**config.mk**
```make
export PLATFORM = sky130hd
export DESIGN_NAME = cpu8_alu_flags_execute_top
export DESIGN_NICKNAME = d
export VERILOG_FILES = /design/src/rtl/cpu8ex_pkg.sv /design/src/rtl/cpu8_alu_flags_execute_top.sv /design/src/rtl/cpu8ex_alu.sv
export SDC_FILE = /design/constraint.sdc
export NUM_CORES = 1
export LEC_CHECK = 0
export BUFFER_PORTS_ARGS = -buffer_cell sky130_fd_sc_hd__buf_2
export CAP_MARGIN = 20
export CORE_MARGIN = 2
export CORE_UTILIZATION = 60
export CTS_CLUSTER_SIZE = 16
export DETAILED_ROUTE_END_ITERATION = 10
export GPL_ROUTABILITY_DRIVEN = 1
export PLACE_DENSITY = 0.76
export SLEW_MARGIN = 40
export SYNTH_ARGS = -nofsm -noshare
export SYNTH_HDL_FRONTEND = slang
export SYNTH_SLANG_ARGS = --single-unit
```
**constraint.sdc**
```tcl
create_clock -name clock -period 8.7 [get_ports clock]
set_input_delay 0.435 -clock clock [delete_from_list [all_inputs] [get_ports clock]]
set_output_delay 0.435 -clock clock [all_outputs]
set_load 0.01 [all_outputs]
```
**src/rtl/cpu8ex_pkg.sv**
```systemverilog
package cpu8ex_pkg;

   // operation codes
   localparam logic [5:0] KIND_ADC    = 6'd0;
   localparam logic [5:0] KIND_SBC    = 6'd1;
   localparam logic [5:0] KIND_AND    = 6'd2;
   localparam logic [5:0] KIND_ORA    = 6'd3;
   localparam logic [5:0] KIND_EOR    = 6'd4;
   localparam logic [5:0] KIND_CMP    = 6'd5;
   localparam logic [5:0] KIND_CPX    = 6'd6;
   localparam logic [5:0] KIND_CPY    = 6'd7;
   localparam logic [5:0] KIND_BIT    = 6'd8;
   localparam logic [5:0] KIND_LDA    = 6'd9;
   localparam logic [5:0] KIND_LDX    = 6'd10;
   localparam logic [5:0] KIND_LDY    = 6'd11;
   localparam logic [5:0] KIND_ASL    = 6'd12;
   localparam logic [5:0] KIND_LSR    = 6'd13;
   localparam logic [5:0] KIND_ROL    = 6'd14;
   localparam logic [5:0] KIND_ROR    = 6'd15;
   localparam logic [5:0] KIND_INC    = 6'd16;
   localparam logic [5:0] KIND_DEC    = 6'd17;
   localparam logic [5:0] KIND_SLO    = 6'd18;
   localparam logic [5:0] KIND_INX    = 6'd19;
   localparam logic [5:0] KIND_DEX    = 6'd20;
   localparam logic [5:0] KIND_INY    = 6'd21;
   localparam logic [5:0] KIND_DEY    = 6'd22;
   localparam logic [5:0] KIND_TAX    = 6'd23;
   localparam logic [5:0] KIND_TAY    = 6'd24;
   localparam logic [5:0] KIND_TXA    = 6'd25;
   localparam logic [5:0] KIND_TYA    = 6'd26;
   localparam logic [5:0] KIND_TSX    = 6'd27;
   localparam logic [5:0] KIND_TXS    = 6'd28;
   localparam logic [5:0] KIND_CLC    = 6'd29;
   localparam logic [5:0] KIND_SEC    = 6'd30;
   localparam logic [5:0] KIND_CLD    = 6'd31;
   localparam logic [5:0] KIND_SED    = 6'd32;
   localparam logic [5:0] KIND_CLI    = 6'd33;
   localparam logic [5:0] KIND_SEI    = 6'd34;
   localparam logic [5:0] KIND_CLV    = 6'd35;
   localparam logic [5:0] KIND_PLP    = 6'd36;
   localparam logic [5:0] KIND_STA    = 6'd37;
   localparam logic [5:0] KIND_STX    = 6'd38;
   localparam logic [5:0] KIND_STY    = 6'd39;
   localparam logic [5:0] KIND_RDP    = 6'd40;
   localparam logic [5:0] KIND_BRANCH = 6'd41;

   // branch test flag select (condition bits 2:1)
   localparam logic [1:0] COND_SEL_N = 2'd0;
   localparam logic [1:0] COND_SEL_V = 2'd1;
   localparam logic [1:0] COND_SEL_C = 2'd2;
   localparam logic [1:0] COND_SEL_Z = 2'd3;

   // status bit positions
   localparam int FLAG_N = 7;
   localparam int FLAG_V = 6;
   localparam int FLAG_U = 5;
   localparam int FLAG_B = 4;
   localparam int FLAG_D = 3;
   localparam int FLAG_I = 2;
   localparam int FLAG_Z = 1;
   localparam int FLAG_C = 0;

   localparam logic [7:0] STATUS_RESET = 8'h20;

   typedef struct packed {
      logic [5:0]  kind;
      logic [7:0]  operand;
      logic        on_memory;
      logic [2:0]  condition;
      logic [15:0] pc;
   } req_type;

   typedef struct packed {
      logic [7:0]  result_byte;
      logic        write_back;
      logic [7:0]  status;
      logic        branch_taken;
      logic [15:0] next_pc;
      logic        page_crossed;
      logic [7:0]  acc_out;
      logic [7:0]  x_out;
      logic [7:0]  y_out;
      logic [7:0]  sp_out;
   } rsp_type;

   typedef struct packed {
      logic [7:0] acc;
      logic [7:0] x;
      logic [7:0] y;
      logic [7:0] sp;
      logic [7:0] status;
   } regs_type;

endpackage

```
**src/rtl/cpu8_alu_flags_execute_top.sv**
```systemverilog
// channel   handshake              payload                 direction
// req       req_valid / req_ready  req_data  (req_type)    in
// rsp       rsp_valid / rsp_ready  rsp_data  (rsp_type)    out
//
// one operation per cycle sustained while rsp_ready is high; an accepted item sits
// in the input register and is executed in the following cycle unless the result
// register is stalled, the single alu pass from that register into the result
// register and the register file. the result is offered from the result register.
// reset clears a, x, y and sp to zero and the status to 0x20, no items held.
// a stalled result holds the input register; a new item is still taken
// in the cycle the held one moves into the result register.
module cpu8_alu_flags_execute_top (
   input  logic                 clock,
   input  logic                 reset,
   input  logic                 req_valid,
   output logic                 req_ready,
   input  cpu8ex_pkg::req_type  req_data,
   output logic                 rsp_valid,
   input  logic                 rsp_ready,
   output cpu8ex_pkg::rsp_type  rsp_data
);

   logic                 in_valid_ff;
   logic                 in_valid_in;
   cpu8ex_pkg::req_type  in_item_ff;
   logic                 rsp_valid_ff;
   logic                 rsp_valid_in;
   cpu8ex_pkg::rsp_type  rsp_item_ff;
   cpu8ex_pkg::rsp_type  rsp_item_in;
   cpu8ex_pkg::regs_type regs_ff;
   cpu8ex_pkg::regs_type regs_in;
   logic                 advance;

   // execute when the result register is free or being emptied
   assign advance   = in_valid_ff && (!rsp_valid_ff || rsp_ready);
   assign req_ready = !in_valid_ff || advance;

   // execute stage
   cpu8ex_alu u_alu (
      .item      (in_item_ff),
      .regs_cur  (regs_ff),
      .rsp_out   (rsp_item_in),
      .regs_next (regs_in)
   );

   // handshake state
   always_comb begin
      in_valid_in  = (in_valid_ff && !advance) || (req_valid && req_ready);
      rsp_valid_in = advance || (rsp_valid_ff && !rsp_ready);
   end

   // control and register file
   always_ff @(posedge clock) begin
      if (reset) begin
         in_valid_ff  <= 1'b0;
         rsp_valid_ff <= 1'b0;
         regs_ff      <= '{acc: 8'd0, x: 8'd0, y: 8'd0, sp: 8'd0,
                           status: cpu8ex_pkg::STATUS_RESET};
      end else begin
         in_valid_ff  <= in_valid_in;
         rsp_valid_ff <= rsp_valid_in;
         if (advance) begin
            regs_ff <= regs_in;
         end
      end
   end

   // payload registers
   always_ff @(posedge clock) begin
      if (req_valid && req_ready) begin
         in_item_ff <= req_data;
      end
      if (advance) begin
         rsp_item_ff <= rsp_item_in;
      end
   end

   assign rsp_valid = rsp_valid_ff;
   assign rsp_data  = rsp_item_ff;

`ifndef SYNTHESIS
   // executed item always lands in the result register
   assert property (@(posedge clock) disable iff (reset) advance |=> rsp_valid_ff)
      else $error("executed item missing from result register");

   // register file only moves when an item executes
   assert property (@(posedge clock) disable iff (reset) !advance |=> $stable(regs_ff))
      else $error("register file changed without an executed item");

   // waiting item is neither lost nor altered
   assert property (@(posedge clock) disable iff (reset)
      (in_valid_ff && !advance) |=> (in_valid_ff && $stable(in_item_ff)))
      else $error("waiting item dropped or changed");

   // unused bit stays set and break bit stays clear
   assert property (@(posedge clock) disable iff (reset)
      regs_ff.status[cpu8ex_pkg::FLAG_U] && !regs_ff.status[cpu8ex_pkg::FLAG_B])
      else $error("status bits 5 and 4 out of line");
`endif

endmodule

```
**src/rtl/cpu8ex_alu.sv**
```systemverilog
module cpu8ex_alu (
   input  cpu8ex_pkg::req_type  item,
   input  cpu8ex_pkg::regs_type regs_cur,
   output cpu8ex_pkg::rsp_type  rsp_out,
   output cpu8ex_pkg::regs_type regs_next
);

   // replace N and Z of a status byte from a value
   function automatic logic [7:0] with_nz(input logic [7:0] p, input logic [7:0] v);
      logic [7:0] q;
      q = p;
      q[cpu8ex_pkg::FLAG_N] = v[7];
      q[cpu8ex_pkg::FLAG_Z] = (v == 8'd0);
      return q;
   endfunction

   logic [7:0] a;
   logic [7:0] op;
   logic       cin;

   assign a   = regs_cur.acc;
   assign op  = item.operand;
   assign cin = regs_cur.status[cpu8ex_pkg::FLAG_C];

   // binary adder, operand inverted for subtract
   logic [7:0] add_val;
   logic [8:0] bin_sum;
   logic       bin_v;

   assign add_val = (item.kind == cpu8ex_pkg::KIND_SBC) ? ~op : op;
   assign bin_sum = {1'b0, a} + {1'b0, add_val} + {8'd0, cin};
   assign bin_v   = ~(a[7] ^ add_val[7]) & (a[7] ^ bin_sum[7]);

   // decimal add, nmos flag behavior
   logic [4:0] da_lo5;
   logic       da_half;
   logic [3:0] da_lo;
   logic [4:0] da_hi5;
   logic       da_v;
   logic       da_c;
   logic [3:0] da_hi;

   assign da_lo5  = {1'b0, a[3:0]} + {1'b0, op[3:0]} + {4'd0, cin};
   assign da_half = (da_lo5 > 5'd9);
   assign da_lo   = da_half ? (da_lo5[3:0] + 4'd6) : da_lo5[3:0];
   assign da_hi5  = {1'b0, a[7:4]} + {1'b0, op[7:4]} + {4'd0, da_half};
   assign da_v    = (da_hi5[3] ^ a[7]) & ~(a[7] ^ op[7]);
   assign da_c    = (da_hi5 > 5'd9);
   assign da_hi   = da_c ? (da_hi5[3:0] + 4'd6) : da_hi5[3:0];

   // decimal subtract, nmos flag behavior
   logic       ds_br;
   logic [4:0] ds_lo5;
   logic [3:0] ds_lo;
   logic [4:0] ds_hi5;
   logic [3:0] ds_hi;
   logic       ds_v;

   assign ds_br  = ~cin;
   assign ds_lo5 = {1'b0, a[3:0]} - {1'b0, op[3:0]} - {4'd0, ds_br};
   assign ds_lo  = ds_lo5[4] ? (ds_lo5[3:0] - 4'd6) : ds_lo5[3:0];
   assign ds_hi5 = {1'b0, a[7:4]} - {1'b0, op[7:4]} - {4'd0, ds_lo5[4]};
   assign ds_hi  = ds_hi5[4] ? (ds_hi5[3:0] - 4'd6) : ds_hi5[3:0];
   assign ds_v   = (op[7] ^ a[7]) & ~(bin_sum[7] ^ op[7]);

   // compare against a, x or y
   logic [7:0] cmp_src;
   logic [7:0] cmp_diff;

   always_comb begin
      case (item.kind)
         cpu8ex_pkg::KIND_CPX: cmp_src = regs_cur.x;
         cpu8ex_pkg::KIND_CPY: cmp_src = regs_cur.y;
         default:              cmp_src = a;
      endcase
   end

   assign cmp_diff = cmp_src - op;

   // shifts and rotates
   logic [7:0] sh_src;
   logic [7:0] sh_res;
   logic       sh_carry;

   assign sh_src = item.on_memory ? op : a;

   always_comb begin
      case (item.kind)
         cpu8ex_pkg::KIND_ASL: begin
            sh_res   = {sh_src[6:0], 1'b0};
            sh_carry = sh_src[7];
         end
         cpu8ex_pkg::KIND_LSR: begin
            sh_res   = {1'b0, sh_src[7:1]};
            sh_carry = sh_src[0];
         end
         cpu8ex_pkg::KIND_ROL: begin
            sh_res   = {sh_src[6:0], cin};
            sh_carry = sh_src[7];
         end
         default: begin
            sh_res   = {cin, sh_src[7:1]};
            sh_carry = sh_src[0];
         end
      endcase
   end

   // branch test and target
   logic        br_flag;
   logic        br_taken;
   logic [15:0] br_target;

   always_comb begin
      case (item.condition[2:1])
         cpu8ex_pkg::COND_SEL_N: br_flag = regs_cur.status[cpu8ex_pkg::FLAG_N];
         cpu8ex_pkg::COND_SEL_V: br_flag = regs_cur.status[cpu8ex_pkg::FLAG_V];
         cpu8ex_pkg::COND_SEL_C: br_flag = regs_cur.status[cpu8ex_pkg::FLAG_C];
         default:                br_flag = regs_cur.status[cpu8ex_pkg::FLAG_Z];
      endcase
   end

   assign br_taken  = item.condition[0] ? br_flag : ~br_flag;
   assign br_target = item.pc + {{8{op[7]}}, op};

   // misc byte results
   logic [7:0] slo_mem;
   logic [7:0] inc_mem;
   logic [7:0] dec_mem;

   assign slo_mem = {op[6:0], 1'b0};
   assign inc_mem = op + 8'd1;
   assign dec_mem = op - 8'd1;

   // operation select
   cpu8ex_pkg::regs_type nxt;
   logic [7:0]           res_byte;
   logic                 wb;
   logic                 taken;
   logic [15:0]          npc;
   logic                 crossed;

   always_comb begin
      nxt      = regs_cur;
      res_byte = 8'd0;
      wb       = 1'b0;
      taken    = 1'b0;
      npc      = item.pc;
      crossed  = 1'b0;
      case (item.kind) inside
         cpu8ex_pkg::KIND_ADC: begin
            if (regs_cur.status[cpu8ex_pkg::FLAG_D]) begin
               nxt.status[cpu8ex_pkg::FLAG_Z] = (bin_sum[7:0] == 8'd0);
               nxt.status[cpu8ex_pkg::FLAG_N] = da_hi5[3];
               nxt.status[cpu8ex_pkg::FLAG_V] = da_v;
               nxt.status[cpu8ex_pkg::FLAG_C] = da_c;
               nxt.acc = {da_hi, da_lo};
            end else begin
               nxt.status = with_nz(regs_cur.status, bin_sum[7:0]);
               nxt.status[cpu8ex_pkg::FLAG_V] = bin_v;
               nxt.status[cpu8ex_pkg::FLAG_C] = bin_sum[8];
               nxt.acc = bin_sum[7:0];
            end
         end
         cpu8ex_pkg::KIND_SBC: begin
            if (regs_cur.status[cpu8ex_pkg::FLAG_D]) begin
               nxt.status[cpu8ex_pkg::FLAG_Z] = (bin_sum[7:0] == 8'd0);
               nxt.status[cpu8ex_pkg::FLAG_N] = ds_hi5[3];
               nxt.status[cpu8ex_pkg::FLAG_V] = ds_v;
               nxt.status[cpu8ex_pkg::FLAG_C] = ~ds_hi5[4];
               nxt.acc = {ds_hi, ds_lo};
            end else begin
               nxt.status = with_nz(regs_cur.status, bin_sum[7:0]);
               nxt.status[cpu8ex_pkg::FLAG_V] = bin_v;
               nxt.status[cpu8ex_pkg::FLAG_C] = bin_sum[8];
               nxt.acc = bin_sum[7:0];
            end
         end
         cpu8ex_pkg::KIND_AND: begin
            nxt.acc    = a & op;
            nxt.status = with_nz(regs_cur.status, a & op);
         end
         cpu8ex_pkg::KIND_ORA: begin
            nxt.acc    = a | op;
            nxt.status = with_nz(regs_cur.status, a | op);
         end
         cpu8ex_pkg::KIND_EOR: begin
            nxt.acc    = a ^ op;
            nxt.status = with_nz(regs_cur.status, a ^ op);
         end
         [cpu8ex_pkg::KIND_CMP:cpu8ex_pkg::KIND_CPY]: begin
            nxt.status = with_nz(regs_cur.status, cmp_diff);
            nxt.status[cpu8ex_pkg::FLAG_C] = (op <= cmp_src);
         end
         cpu8ex_pkg::KIND_BIT: begin
            nxt.status[cpu8ex_pkg::FLAG_N] = op[7];
            nxt.status[cpu8ex_pkg::FLAG_V] = op[6];
            nxt.status[cpu8ex_pkg::FLAG_Z] = ((a & op) == 8'd0);
         end
         cpu8ex_pkg::KIND_LDA: begin
            nxt.acc    = op;
            nxt.status = with_nz(regs_cur.status, op);
         end
         cpu8ex_pkg::KIND_LDX: begin
            nxt.x      = op;
            nxt.status = with_nz(regs_cur.status, op);
         end
         cpu8ex_pkg::KIND_LDY: begin
            nxt.y      = op;
            nxt.status = with_nz(regs_cur.status, op);
         end
         [cpu8ex_pkg::KIND_ASL:cpu8ex_pkg::KIND_ROR]: begin
            nxt.status = with_nz(regs_cur.status, sh_res);
            nxt.status[cpu8ex_pkg::FLAG_C] = sh_carry;
            if (item.on_memory) begin
               res_byte = sh_res;
               wb       = 1'b1;
            end else begin
               nxt.acc = sh_res;
            end
         end
         cpu8ex_pkg::KIND_INC: begin
            res_byte   = inc_mem;
            wb         = 1'b1;
            nxt.status = with_nz(regs_cur.status, inc_mem);
         end
         cpu8ex_pkg::KIND_DEC: begin
            res_byte   = dec_mem;
            wb         = 1'b1;
            nxt.status = with_nz(regs_cur.status, dec_mem);
         end
         cpu8ex_pkg::KIND_SLO: begin
            res_byte   = slo_mem;
            wb         = 1'b1;
            nxt.acc    = a | slo_mem;
            nxt.status = with_nz(regs_cur.status, a | slo_mem);
            nxt.status[cpu8ex_pkg::FLAG_C] = op[7];
         end
         cpu8ex_pkg::KIND_INX: begin
            nxt.x      = regs_cur.x + 8'd1;
            nxt.status = with_nz(regs_cur.status, regs_cur.x + 8'd1);
         end
         cpu8ex_pkg::KIND_DEX: begin
            nxt.x      = regs_cur.x - 8'd1;
            nxt.status = with_nz(regs_cur.status, regs_cur.x - 8'd1);
         end
         cpu8ex_pkg::KIND_INY: begin
            nxt.y      = regs_cur.y + 8'd1;
            nxt.status = with_nz(regs_cur.status, regs_cur.y + 8'd1);
         end
         cpu8ex_pkg::KIND_DEY: begin
            nxt.y      = regs_cur.y - 8'd1;
            nxt.status = with_nz(regs_cur.status, regs_cur.y - 8'd1);
         end
         cpu8ex_pkg::KIND_TAX: begin
            nxt.x      = a;
            nxt.status = with_nz(regs_cur.status, a);
         end
         cpu8ex_pkg::KIND_TAY: begin
            nxt.y      = a;
            nxt.status = with_nz(regs_cur.status, a);
         end
         cpu8ex_pkg::KIND_TXA: begin
            nxt.acc    = regs_cur.x;
            nxt.status = with_nz(regs_cur.status, regs_cur.x);
         end
         cpu8ex_pkg::KIND_TYA: begin
            nxt.acc    = regs_cur.y;
            nxt.status = with_nz(regs_cur.status, regs_cur.y);
         end
         cpu8ex_pkg::KIND_TSX: begin
            nxt.x      = regs_cur.sp;
            nxt.status = with_nz(regs_cur.status, regs_cur.sp);
         end
         cpu8ex_pkg::KIND_TXS: nxt.sp = regs_cur.x;
         cpu8ex_pkg::KIND_CLC: nxt.status[cpu8ex_pkg::FLAG_C] = 1'b0;
         cpu8ex_pkg::KIND_SEC: nxt.status[cpu8ex_pkg::FLAG_C] = 1'b1;
         cpu8ex_pkg::KIND_CLD: nxt.status[cpu8ex_pkg::FLAG_D] = 1'b0;
         cpu8ex_pkg::KIND_SED: nxt.status[cpu8ex_pkg::FLAG_D] = 1'b1;
         cpu8ex_pkg::KIND_CLI: nxt.status[cpu8ex_pkg::FLAG_I] = 1'b0;
         cpu8ex_pkg::KIND_SEI: nxt.status[cpu8ex_pkg::FLAG_I] = 1'b1;
         cpu8ex_pkg::KIND_CLV: nxt.status[cpu8ex_pkg::FLAG_V] = 1'b0;
         cpu8ex_pkg::KIND_PLP: begin
            // popped status: unused bit forced high, break bit forced low
            nxt.status = op;
            nxt.status[cpu8ex_pkg::FLAG_U] = 1'b1;
            nxt.status[cpu8ex_pkg::FLAG_B] = 1'b0;
         end
         cpu8ex_pkg::KIND_STA: begin
            res_byte = a;
            wb       = 1'b1;
         end
         cpu8ex_pkg::KIND_STX: begin
            res_byte = regs_cur.x;
            wb       = 1'b1;
         end
         cpu8ex_pkg::KIND_STY: begin
            res_byte = regs_cur.y;
            wb       = 1'b1;
         end
         cpu8ex_pkg::KIND_BRANCH: begin
            taken = br_taken;
            if (br_taken) begin
               npc     = br_target;
               crossed = (br_target[15:8] != item.pc[15:8]);
            end
         end
         default: begin
            // read status and unused codes change nothing
         end
      endcase
   end

   // result assembly
   assign regs_next            = nxt;
   assign rsp_out.result_byte  = res_byte;
   assign rsp_out.write_back   = wb;
   assign rsp_out.status       = nxt.status;
   assign rsp_out.branch_taken = taken;
   assign rsp_out.next_pc      = npc;
   assign rsp_out.page_crossed = crossed;
   assign rsp_out.acc_out      = nxt.acc;
   assign rsp_out.x_out        = nxt.x;
   assign rsp_out.y_out        = nxt.y;
   assign rsp_out.sp_out       = nxt.sp;

endmodule
```
==> reports/metrics.yaml <==
synth-edff-count: 101
final_cell_count_no_fill: 1820
fin_nets: 1658
first_global_vias: 12200
antenna_found_initial: 0
critical_path_arrival_ps: 6560
clk_pin_slew_worst_paths_ps: 70
avgViaCountPerCell: 7.11
hpwlAfterDp_um: 32900
die-area_mm2: 0.0223
end_kind: "register"
cts_max_level: 4
area_growth_pct: 9.76
regArea_mm2: 0.00387
port_buffers: 106
gp_congestion: 1.13
start_util_pct: 60.8
fp-row-count: 53
multi_input_area_mm2: 0.00813
overflow: 0
ir_drop_mv: 0.129
design.core.area_mm2: 0.0209
drt-initial-drc-count: 1940
root_buffer: "clkbuf_16"
seq_area_frac_synth_pct: 30.5
slew_violations: 0
setup_viol: 0
grt_usage_pct: 42.4
place_inst: 1788
grt_max_degree: 62
ys_types: 101
worstSetupStartpointType: "register"
fin_setup_tns_ps: 0
insertion_delay_ps: 450
dr.pass1.iters: 7
nFillCells: 1718
ys_ff_latch: 143
die_y_um: 149
power.density_mw_per_mm2: 159
clock-sinks: 143
final_antenna_net_count: 0
netlist_area_mm2: 0.0127
die_w_um: 149
numCtsBuffers: 17
syn_area_per_cell_um2: 8.52
fin_crit_ps: 6180
avgRoutedWirePerCell_um: 26.1
synthArstFlopShare_pct: 0
cts-resized-gates: 0
worst-setup-path-type: "register to register"
worst_slew_pin_slew_ps: 1010
cts_tree: "yes"
ff2ff_setup_slack_ps: 2520
synth_warnings: 0
cts_setup_buffers: 0
maxCapViolations: 0
clock_skew_ps: 13.8
drt_wl_total_um: 47600
clockBufferDepth: 2
diodes: 0
io_pins: 107
slew-limit-headroom_pct: 31.8
grt_pass1_wl_um: 71300
min_path_type: "primary input to register"
drive_above_1_share_pct: 14.9
clock.fmax_ghz: 0.162
fin_crit_sh_pct: 71.0
p_leak_nw: 5.33
cp.required_ps: 9080
drc_errors: 0
hold_viol: 0
syn_nets: 1616
synthFlopType: "edfxtp_1"
cts_hold_buf: 0
rsz0062_at_grt: "no"
status: "complete, no violations"
syn_inst: 1490
dr_total_vias: 12900
path_max_fanout: 18
## sequential cells by signal (all words and copies together) (netlist names)
register	flops
rsp_data	67
regs_ff	40
in_item_ff	34
in_valid_ff	1
rsp_valid	1
## final timing paths
kind | startpoint | endpoint | cells past startpoint
hold reg to reg | regs_ff[5] | regs_ff[5] | 1
setup reg to reg | in_item_ff[20] | regs_ff[38] | 19
setup / recovery | in_item_ff[20] | regs_ff[38] | 19
hold / removal | req_data[7] | in_item_ff[7] | 1
## worst max-delay path, stage by stage (launching register included)
cell	delay, ps
edfxtp_1	890
inv_1	370
fa_1	550
fa_1	420
xor2_1	310
ha_1	260
a21oi_1	80
a31oi_1	370
inv_1	160
fa_1	410
inv_1	90
fa_1	200
xor2_1	310
ha_1	250
a21boi_0	220
o31a_1	250
mux2i_1	210
o21ai_0	130
a2111oi_0	470
a211o_1	140
## cell usage after synthesis, drive strengths merged, types with 12 or more instances
| library cell | number | area share (%) |
|---|---|---|
| o221ai | 12 | 0.83 |
| xnor2 | 48 | 3.3 |
| mux2i | 23 | 1.8 |
| nor2b | 19 | 0.94 |
| or3 | 15 | 0.78 |
| dfxtp | 42 | 6.6 |
| o211ai | 18 | 1.1 |
| a22oi | 13 | 0.77 |
| o31ai | 13 | 0.81 |
| inv | 50 | 1.5 |
| edfxtp | 101 | 24 |
| a21oi | 120 | 4.8 |
| mux2 | 17 | 1.5 |
| o21a | 15 | 0.89 |
| nand3 | 32 | 1.3 |
| ha | 76 | 7.5 |
| clkbuf | 68 | 2.0 |
| o22ai | 30 | 1.5 |
| o21ai | 100 | 3.9 |
| xor2 | 27 | 1.9 |
| nor3 | 39 | 1.6 |
| nand2 | 161 | 4.8 |
| nand4 | 19 | 0.94 |
| fa | 12 | 1.9 |
| nand2b | 14 | 0.69 |
| a31oi | 25 | 1.2 |
| nor2 | 121 | 3.8 |
| buf | 43 | 2.1 |
## cell usage in the layout (no fill, tap or decap), drive strengths merged, types with 19 or more instances in the layout
master	instances
nor2b	19
inv	57
edfxtp	101
nand3	32
buf	134
nor3	39
nand2	161
a31oi	25
o21ai	100
xor2	27
nor2	121
xnor2	48
nand4	19
mux2i	23
ha	76
a21oi	120
dfxtp	42
o22ai	30
## cell families (layout without fill, tap and decap cells)
| group | after synthesis | in the layout | synth area share (%) |
|---|---|---|---|
| compound gates | 463 | 463 | 24.0 |
| xor+xnor | 76 | 76 | 5.35 |
| fa+ha+maj | 88 | 88 | 9.38 |
| buf+inv | 164 | 219 | 5.66 |
| flops | 143 | 143 | 30.5 |
| mux | 45 | 45 | 4.21 |
| simple gates | 511 | 511 | 20.9 |
## routing by layer
metal | share of wire [%] | GRT usage (%)
met5 | 0 | 0
met4 | 6.7 | 24.5
met3 | 13 | 12.8
met2 | 42 | 62.5
met1 | 38 | 55.3
## power breakdown
part	switching, mW	internal (mW)
combinational	0.347	0.205
clock	0.339	0.516
sequential	0.0362	0.766
## cell type report
class                           count  share of cell area, %
Inverter                           53                   1.44
Clock buffer                       18                   3.08
Clock inverter                     14                   1.62
Tap cell                          275                   2.47
Multi-Input combinational cell   1183                   58.3
Timing Repair Buffer              134                   5.31
Sequential cell                   143                   27.8
## stage by stage
| stage | cell area (um^2) | hold slack, ps | worst slack [ps] | power (mW) | util [%] |
|---|---|---|---|---|---|
| floorplan | 12700 | 406 | 3520 | 1.19 | - |
| global placement | 13300 | 418 | 2980 | 1.33 | 63.5 |
| detailed placement | 13300 | 420 | 2730 | 1.34 | 63.5 |
| CTS | 13900 | 163 | 2710 | 2.18 | 66.7 |
| global route | 13900 | 155 | 2310 | 2.27 | 66.7 |
| finish | 13900 | 161 | 2520 | 2.21 | 66.7 |
Note: power is estimated with default switching activity, not from simulation.
